## src/dbd_pkg.sv

```systemverilog
// Shared types, widths and calendar tables for the day-count pipeline.
// No dependencies; imported by dbd_date_serial and days_between_dates.
package dbd_pkg;

    // Field widths
    localparam int YEAR_W  = 14;
    localparam int MONTH_W = 4;
    localparam int DAY_W   = 5;
    localparam int COUNT_W = 23;
    localparam int QUOT_W  = 8;
    localparam int MLEN_W  = 5;
    localparam int DOY_W   = 9;

    // Stream packing
    localparam int S_DATA_W = 48;
    localparam int M_DATA_W = 24;

    // Calendar constants
    localparam int unsigned YEAR_MAX     = 9999;
    localparam int unsigned DAYS_IN_YEAR = 365;
    localparam int unsigned CENTURY      = 100;
    localparam int unsigned QUAD_BIAS    = 3;
    localparam int unsigned CENT_BIAS    = 99;
    localparam int unsigned QCENT_BIAS   = 399;
    localparam int unsigned FEB_LEAP_LEN = 29;

    // Divide by 100 as multiply by reciprocal; exact for inputs below 43690
    localparam int unsigned DIV100_MUL   = 5243;
    localparam int          DIV100_SHIFT = 19;
    localparam int          PROD_W       = 28;

    localparam logic [MONTH_W-1:0] MONTH_JAN = MONTH_W'(1);
    localparam logic [MONTH_W-1:0] MONTH_FEB = MONTH_W'(2);
    localparam logic [MONTH_W-1:0] MONTH_DEC = MONTH_W'(12);

    // Load enables for the three stages of a date unit
    typedef struct packed {
        logic stage_a;
        logic stage_b;
        logic stage_c;
    } stage_en_t;

    // Quotient by 100 of a value of up to YEAR_W+1 bits, kept to its low QUOT_W bits
    function automatic logic [QUOT_W-1:0] div100(input logic [YEAR_W:0] x);
        logic [PROD_W-1:0] prod;
        prod = PROD_W'(x) * PROD_W'(DIV100_MUL);
        return prod[DIV100_SHIFT +: QUOT_W];
    endfunction

    // Days in the months before the given one, common year
    function automatic logic [DOY_W-1:0] days_before(input logic [MONTH_W-1:0] m);
        logic [DOY_W-1:0] r;
        case (m)
            4'd1:    r = DOY_W'(0);
            4'd2:    r = DOY_W'(31);
            4'd3:    r = DOY_W'(59);
            4'd4:    r = DOY_W'(90);
            4'd5:    r = DOY_W'(120);
            4'd6:    r = DOY_W'(151);
            4'd7:    r = DOY_W'(181);
            4'd8:    r = DOY_W'(212);
            4'd9:    r = DOY_W'(243);
            4'd10:   r = DOY_W'(273);
            4'd11:   r = DOY_W'(304);
            4'd12:   r = DOY_W'(334);
            default: r = DOY_W'(0);
        endcase
        return r;
    endfunction

    // Month length, common year
    function automatic logic [MLEN_W-1:0] month_len(input logic [MONTH_W-1:0] m);
        logic [MLEN_W-1:0] r;
        case (m)
            4'd1, 4'd3, 4'd5, 4'd7, 4'd8, 4'd10, 4'd12: r = MLEN_W'(31);
            4'd4, 4'd6, 4'd9, 4'd11:                    r = MLEN_W'(30);
            4'd2:                                       r = MLEN_W'(28);
            default:                                    r = MLEN_W'(0);
        endcase
        return r;
    endfunction

endpackage

```

## src/dbd_date_serial.sv

```systemverilog
// Three-stage unit turning one date into its serial day number and a valid flag.
// Depends on dbd_pkg; stage loads come from the pipeline control in the top level.
module dbd_date_serial (
    input  logic                          aclk,
    input  dbd_pkg::stage_en_t            en,
    input  logic [dbd_pkg::YEAR_W-1:0]    year,
    input  logic [dbd_pkg::MONTH_W-1:0]   month,
    input  logic [dbd_pkg::DAY_W-1:0]     day,
    output logic [dbd_pkg::COUNT_W-1:0]   serial,
    output logic                          date_ok
);
    import dbd_pkg::*;

    // Stage A: century quotients by reciprocal multiply
    logic [YEAR_W:0]    y99, y399;
    logic [YEAR_W-1:0]  year_a_reg;
    logic [MONTH_W-1:0] month_a_reg;
    logic [DAY_W-1:0]   day_a_reg;
    logic [QUOT_W-1:0]  qy_a_reg, q99_a_reg, q399_a_reg;

    assign y99  = {1'b0, year} + (YEAR_W+1)'(CENT_BIAS);
    assign y399 = {1'b0, year} + (YEAR_W+1)'(QCENT_BIAS);

    always_ff @(posedge aclk) begin
        if (en.stage_a) begin
            year_a_reg  <= year;
            month_a_reg <= month;
            day_a_reg   <= day;
            qy_a_reg    <= div100({1'b0, year});
            q99_a_reg   <= div100(y99);
            q399_a_reg  <= div100(y399);
        end
    end

    // Stage B: leap rule, range check and whole-year part of the serial
    logic [YEAR_W-1:0]  cent_b, rem_b;
    logic [YEAR_W:0]    y3_b;
    logic               leap_b, ok_b;
    logic [MLEN_W-1:0]  len_b;
    logic [COUNT_W-1:0] yearpart_b;

    logic [COUNT_W-1:0] yearpart_b_reg;
    logic [MONTH_W-1:0] month_b_reg;
    logic [DAY_W-1:0]   day_b_reg;
    logic               leap_b_reg, ok_b_reg;

    always_comb begin
        cent_b = YEAR_W'(qy_a_reg) * YEAR_W'(CENTURY);
        rem_b  = year_a_reg - cent_b;
        leap_b = (year_a_reg[1:0] == 2'b00) &&
                 ((rem_b != '0) || (qy_a_reg[1:0] == 2'b00));
        len_b  = (month_a_reg == MONTH_FEB && leap_b) ? MLEN_W'(FEB_LEAP_LEN)
                                                       : month_len(month_a_reg);
        ok_b   = (year_a_reg <= YEAR_W'(YEAR_MAX)) &&
                 (month_a_reg >= MONTH_JAN) && (month_a_reg <= MONTH_DEC) &&
                 (day_a_reg != '0) && (MLEN_W'(day_a_reg) <= len_b);
        y3_b   = {1'b0, year_a_reg} + (YEAR_W+1)'(QUAD_BIAS);
        yearpart_b = COUNT_W'(year_a_reg) * COUNT_W'(DAYS_IN_YEAR)
                   + COUNT_W'(y3_b[YEAR_W:2])
                   - COUNT_W'(q99_a_reg)
                   + COUNT_W'(q399_a_reg[QUOT_W-1:2]);
    end

    always_ff @(posedge aclk) begin
        if (en.stage_b) begin
            yearpart_b_reg <= yearpart_b;
            month_b_reg    <= month_a_reg;
            day_b_reg      <= day_a_reg;
            leap_b_reg     <= leap_b;
            ok_b_reg       <= ok_b;
        end
    end

    // Stage C: add day of year
    logic [COUNT_W-1:0] serial_c_next;
    logic [COUNT_W-1:0] serial_c_reg;
    logic               ok_c_reg;

    always_comb begin
        serial_c_next = yearpart_b_reg
                      + COUNT_W'(days_before(month_b_reg))
                      + COUNT_W'((month_b_reg > MONTH_FEB) && leap_b_reg)
                      + COUNT_W'(day_b_reg);
    end

    always_ff @(posedge aclk) begin
        if (en.stage_c) begin
            serial_c_reg <= serial_c_next;
            ok_c_reg     <= ok_b_reg;
        end
    end

    assign serial  = serial_c_reg;
    assign date_ok = ok_c_reg;

endmodule

```

## src/days_between_dates.sv

```systemverilog
// Top level: inclusive day count between two Gregorian dates, stream in and out.
// Depends on dbd_pkg and dbd_date_serial.
//
// Takes one pair of dates per beat and returns one beat with the inclusive day
// count (second serial minus first serial plus one, two's complement, negative
// when the second date is more than a day earlier) and an error flag that is set, with a zero
// count, when either month, day or year is out of range. One beat is accepted
// every cycle unless a stall on m_tready has filled the pipeline; beats pass the
// four-stage pipeline (two date units of three stages each, then the difference
// in the output register). Each stage holds its beat only while the stage after
// it is full and stalled, so bubbles close up during a stall and nothing is lost.
module days_between_dates (
    input  logic                          aclk,
    input  logic                          aresetn,
    input  logic                          s_tvalid,
    output logic                          s_tready,
    // first_year, first_month, first_day, second_year, second_month,
    // second_day, zero fill
    input  logic [dbd_pkg::S_DATA_W-1:0]  s_tdata,
    output logic                          m_tvalid,
    input  logic                          m_tready,
    // day_count, zero fill
    output logic [dbd_pkg::M_DATA_W-1:0]  m_tdata,
    // date_error
    output logic                          m_tuser
);
    import dbd_pkg::*;

    // Unpack the input beat
    localparam int F1M = YEAR_W;
    localparam int F1D = F1M + MONTH_W;
    localparam int F2Y = F1D + DAY_W;
    localparam int F2M = F2Y + YEAR_W;
    localparam int F2D = F2M + MONTH_W;

    logic [YEAR_W-1:0]  first_year, second_year;
    logic [MONTH_W-1:0] first_month, second_month;
    logic [DAY_W-1:0]   first_day, second_day;

    assign first_year   = s_tdata[0   +: YEAR_W];
    assign first_month  = s_tdata[F1M +: MONTH_W];
    assign first_day    = s_tdata[F1D +: DAY_W];
    assign second_year  = s_tdata[F2Y +: YEAR_W];
    assign second_month = s_tdata[F2M +: MONTH_W];
    assign second_day   = s_tdata[F2D +: DAY_W];

    // Pipeline control: a stage loads when it is empty or the next one moves
    logic      valid_a_reg, valid_b_reg, valid_c_reg, m_tvalid_reg;
    logic      rdy_a, rdy_b, rdy_c, rdy_d;
    stage_en_t en;

    assign rdy_d = !m_tvalid_reg || m_tready;
    assign rdy_c = !valid_c_reg  || rdy_d;
    assign rdy_b = !valid_b_reg  || rdy_c;
    assign rdy_a = !valid_a_reg  || rdy_b;

    assign en.stage_a = rdy_a;
    assign en.stage_b = rdy_b;
    assign en.stage_c = rdy_c;
    assign s_tready   = rdy_a;

    always_ff @(posedge aclk) begin
        if (!aresetn) begin
            valid_a_reg  <= 1'b0;
            valid_b_reg  <= 1'b0;
            valid_c_reg  <= 1'b0;
            m_tvalid_reg <= 1'b0;
        end else begin
            if (rdy_a) valid_a_reg  <= s_tvalid;
            if (rdy_b) valid_b_reg  <= valid_a_reg;
            if (rdy_c) valid_c_reg  <= valid_b_reg;
            if (rdy_d) m_tvalid_reg <= valid_c_reg;
        end
    end

    // Serial numbers of both dates
    logic [COUNT_W-1:0] serial_first, serial_second;
    logic               ok_first, ok_second;

    dbd_date_serial u_first (
        .aclk    (aclk),
        .en      (en),
        .year    (first_year),
        .month   (first_month),
        .day     (first_day),
        .serial  (serial_first),
        .date_ok (ok_first)
    );

    dbd_date_serial u_second (
        .aclk    (aclk),
        .en      (en),
        .year    (second_year),
        .month   (second_month),
        .day     (second_day),
        .serial  (serial_second),
        .date_ok (ok_second)
    );

    // Output stage: difference plus one, zeroed on error
    logic [COUNT_W-1:0] count_next;
    logic               error_next;
    logic [COUNT_W-1:0] count_reg;
    logic               error_reg;

    always_comb begin
        error_next = !(ok_first && ok_second);
        count_next = error_next ? '0
                                : serial_second - serial_first + COUNT_W'(1);
    end

    always_ff @(posedge aclk) begin
        if (rdy_d) begin
            count_reg <= count_next;
            error_reg <= error_next;
        end
    end

    assign m_tvalid = m_tvalid_reg;
    assign m_tdata  = {{(M_DATA_W-COUNT_W){1'b0}}, count_reg};
    assign m_tuser  = error_reg;

`ifndef SYNTHESIS
    // An erroneous beat carries a zero count
    assert property (@(posedge aclk) disable iff (!aresetn)
        (m_tvalid && m_tuser) |-> (m_tdata[COUNT_W-1:0] == '0))
        else $error("error beat with non-zero day count");

    // A good count stays within the span of years 0 to 9999
    assert property (@(posedge aclk) disable iff (!aresetn)
        (m_tvalid && !m_tuser) |->
            (($signed(m_tdata[COUNT_W-1:0]) <= $signed(COUNT_W'(3652425))) &&
             ($signed(m_tdata[COUNT_W-1:0]) >= $signed(-COUNT_W'(3652425)))))
        else $error("day count out of range");

    // With the output register empty, the whole pipeline can move
    assert property (@(posedge aclk) disable iff (!aresetn)
        !m_tvalid |-> s_tready)
        else $error("input stalled while output is empty");

    // A beat in the last date stage reaches the output register when it moves
    assert property (@(posedge aclk) disable iff (!aresetn)
        (valid_c_reg && rdy_d) |=> m_tvalid)
        else $error("beat lost between date units and output");
`endif

endmodule

```

## config.mk

```make
export PLATFORM = sky130hd
export DESIGN_NAME = days_between_dates
export DESIGN_NICKNAME = d
export VERILOG_FILES = /design/src/dbd_pkg.sv /design/src/dbd_date_serial.sv /design/src/days_between_dates.sv
export SDC_FILE = /design/constraint.sdc
export NUM_CORES = 2
export LEC_CHECK = 0
export BUFFER_PORTS_ARGS = -buffer_cell sky130_fd_sc_hd__buf_2
export CAP_MARGIN = 30
export CORE_UTILIZATION = 51
export DETAILED_ROUTE_END_ITERATION = 10
export GPL_ROUTABILITY_DRIVEN = 0
export GPL_TIMING_DRIVEN = 0
export PLACE_DENSITY = 0.69
export SLEW_MARGIN = 20
export SYNTH_ARGS = -nofsm -noshare
export SYNTH_HDL_FRONTEND = slang
export SYNTH_HIERARCHICAL = 1
export SYNTH_SLANG_ARGS = --single-unit
```

## constraint.sdc

```tcl
create_clock -name aclk -period 7.45 [get_ports aclk]
set_clock_uncertainty 0.15 [all_clocks]
set_input_delay 1.49 -clock aclk [delete_from_list [all_inputs] [get_ports aclk]]
set_output_delay 1.49 -clock aclk [all_outputs]
set_load 0.01 [all_outputs]
```

==> key figures <==
Outcome
  • Outcome: completed

Logic synthesis
  • Post-synthesis instance area: 44000 um2
  • EDFF count, synth: 230
  • Flops & latches, synth: about 260
  • Top cell type's share of synthesized area: 27.9%
  • Syn Area/Cell: 10.3 um2
  • Area leader, netlist: ha_1
  • Syn nets: 5870
  • Top cells by area, synth: ha_1 (28%), fa_1 (26%), edfxtp_1 (16%)
  • Most common cell in the netlist: inv_1
  • Synthesized instance count: about 4300
  • Ys Warns: 6
  • Yosys cell types: 90
  • Top cells by count, synth: inv_1 (1115), ha_1 (981), fa_1 (573)
  • Synth Flop Type: edfxtp_1
  • Sequential share of the synthesized area: 17.0%
  • Share of flip-flops with an asynchronous set or reset: 0%

STA
  • Final hold vios: 0
  • Final period utilization: 96.7%
  • Final setup vio count: 0
  • Hold WS: 269 ps
  • Final Worst Setup Slack: 248 ps
  • Unrepaired setup endpoints after global routing: true
  • Period minus WS final: 7200 ps
  • Final slew viol count: 0
  • Worst Tran Pin Value: slightly above 900 ps
  • Max_slew headroom: between 30% and 40%
  • Max Fclk: 139 MHz

Placement
  • Placement Setup Slack: -1650 ps
  • Hpwl dp: 76600 um
  • PortBufs: 75

Route
  • DRT Wirelength: 89500 um
  • Pre-antenna DRT Iters: 5
  • Met1 WL: between 40000 and 50000 um
  • Vias/cell: 5.12
  • # DRC: 0
  • Met3 wire len: 3810 um
  • Drt wl/cell: 16.0 um
  • DR vias: approximately 29000
  • Routed Antenna Nets: 0
  • DR iter-0 viols: 1279
  • Highest metal used: met5
  • Met2 WL: 42400 um

Die
  • Rows: 107
  • Die width: between 200 and 300 um
  • Core footprint: 85300 um2
  • Num ports: 79
  • Die area: slightly below 90000 um2
  • Die Y: 296 um
  • Starting Density: slightly above 50%

Clock network
  • CTS clk-pin slew, worst paths: 60 ps
  • Cts-stage hold buffer count: 0
  • CTS tree: yes
  • CTS Buf Count: 31
  • Clk root buf: clkbuf_16
  • Clk sinks: between 200 and 300
  • # H-tree levels: 1
  • CTS max path bufs: 3
  • Clk Latency, worst-skew pair: 600 ps

Worst setup path
  • Max FO, Critical Path: 8
  • Critical Path Start Type: input port
  • Bufs and invs on worst path: 4
  • Most used cell along the critical path: fa_1
  • Family with the most delay on the worst path: adder cells
  • WP data arrival: about 7500 ps
  • Worst EP required: 7760 ps
  • Crit end category: flip-flop
  • Crit-path cells: buf_6, clkinvlp_4, ha_1, a21boi_1, nor2b_2, o21ai_2, o21a_2, nand2b_2, xnor2_4, ha_1, fa_1, inv_1, fa_1, inv_1, fa_1, fa_1, ha_1, a211oi_1, o21bai_1, a211oi_2, o2111ai_2, a41o_1, a2111o_1, nand3_1
  • Critical path's largest stage delay: 520 ps
  • Setup CP Type: in -> reg
  • CP max-delay cell: fa_1

Cells and area
  • Fraction of layout instances using a drive strength above 1: 6.56%
  • Area growth, synth to finish: 9.04%
  • Fillers: 7282
  • Final nets: 6030

GRT
  • Remaining Overflow, GRT: 0
  • Pin count of the biggest net entering global routing: 53
  • First-pass GRT wire length: 147000 um
  • Initial antenna violation count: 4
  • GRT Total Usage: a little over a fifth
  • Vias in the first global route: 29600

Worst hold path
  • Hold/Removal Path Class: reg -> reg

Flow run
  • Maxcap violations: 0
layout make-up:
type | instances | area (um2) | area share [%]
antenna | 3 | 7.51 | 0.0156
buffer | 20 | 82.6 | 0.172
clock buffer | 39 | 826 | 1.72
clock inverter | 19 | 233 | 0.485
inverter | 1115 | 4210 | 8.78
multi-input combinational | 2871 | 32900 | 68.5
sequential | 258 | 7470 | 15.6
tap | 1144 | 1430 | 2.98
timing repair buffer | 127 | 871 | 1.81
timing repair:
item                                    4_1_cts  5_1_grt
setup buffers                                18       30
pin swaps                                     5       19
resized for setup                            59       58
endpoints found under the setup margin       28       23
per-layer routing:
layer / GRT usage, % / vias to the layer above
met5: 0 / -
met4: 3.54 / 4
met3: 2.44 / 80
met2: 35.7 / 438
met1: 29.3 / 13900
li1: - / 14200
metrics by stage:
| stage | setup TNS (ps) | util [%] | std cells | instance area [um2] |
|---|---|---|---|---|
| 2_1_floorplan | -2.56 | - | 4264 | 44100 |
| 5_1_grt | -121 | 56.3 | 5594 | 48000 |
| 3_3_place_gp | -31780 | 53.8 | 5483 | 45900 |
| 4_1_cts | -33.7 | 55.7 | 5562 | 47500 |
| 3_5_place_dp | -32440 | 53.9 | 5486 | 46000 |
| 6_report | 0 | 56.3 | 5596 | 48000 |
final timing paths:
path                                       startpoint                    endpoint  slack, ps  depth (start not counted)
worst max-delay path                       s_tdata[1]       u_first/q399_a_reg[7]        250                         24
worst min register to register      u_second/ok_b_reg            u_second/date_ok        270                          0
worst max register to register  u_first/year_a_reg[0]  u_first/yearpart_b_reg[22]        940                         23
worst min-delay path                u_second/ok_b_reg            u_second/date_ok        270                          0
layout by cell type (no fill, tap or decap), types with 53 or more instances in the layout:
master	n
a21o_1	63
xnor2_1	166
buf_2	61
inv_1	1105
ha_1	978
a21oi_1	149
fa_1	573
edfxtp_1	230
o21ai_0	79
nand2_1	137
xor2_1	53
nor2_1	109
logic make-up after synthesis:
group	Yosys count	share of synthesized area (%)
xor+xnor	249	5.02
mux	23	0.534
buf+inv	1135	9.69
fa+ha+maj	1554	53.9
other cells	1	0.00852
compound gates	527	8.02
simple gates	517	5.82
flops	258	17.0
Power is left out: the tool's default activity adds up to more than one toggle a clock period on the data nets, which glitch-free logic cannot reach.
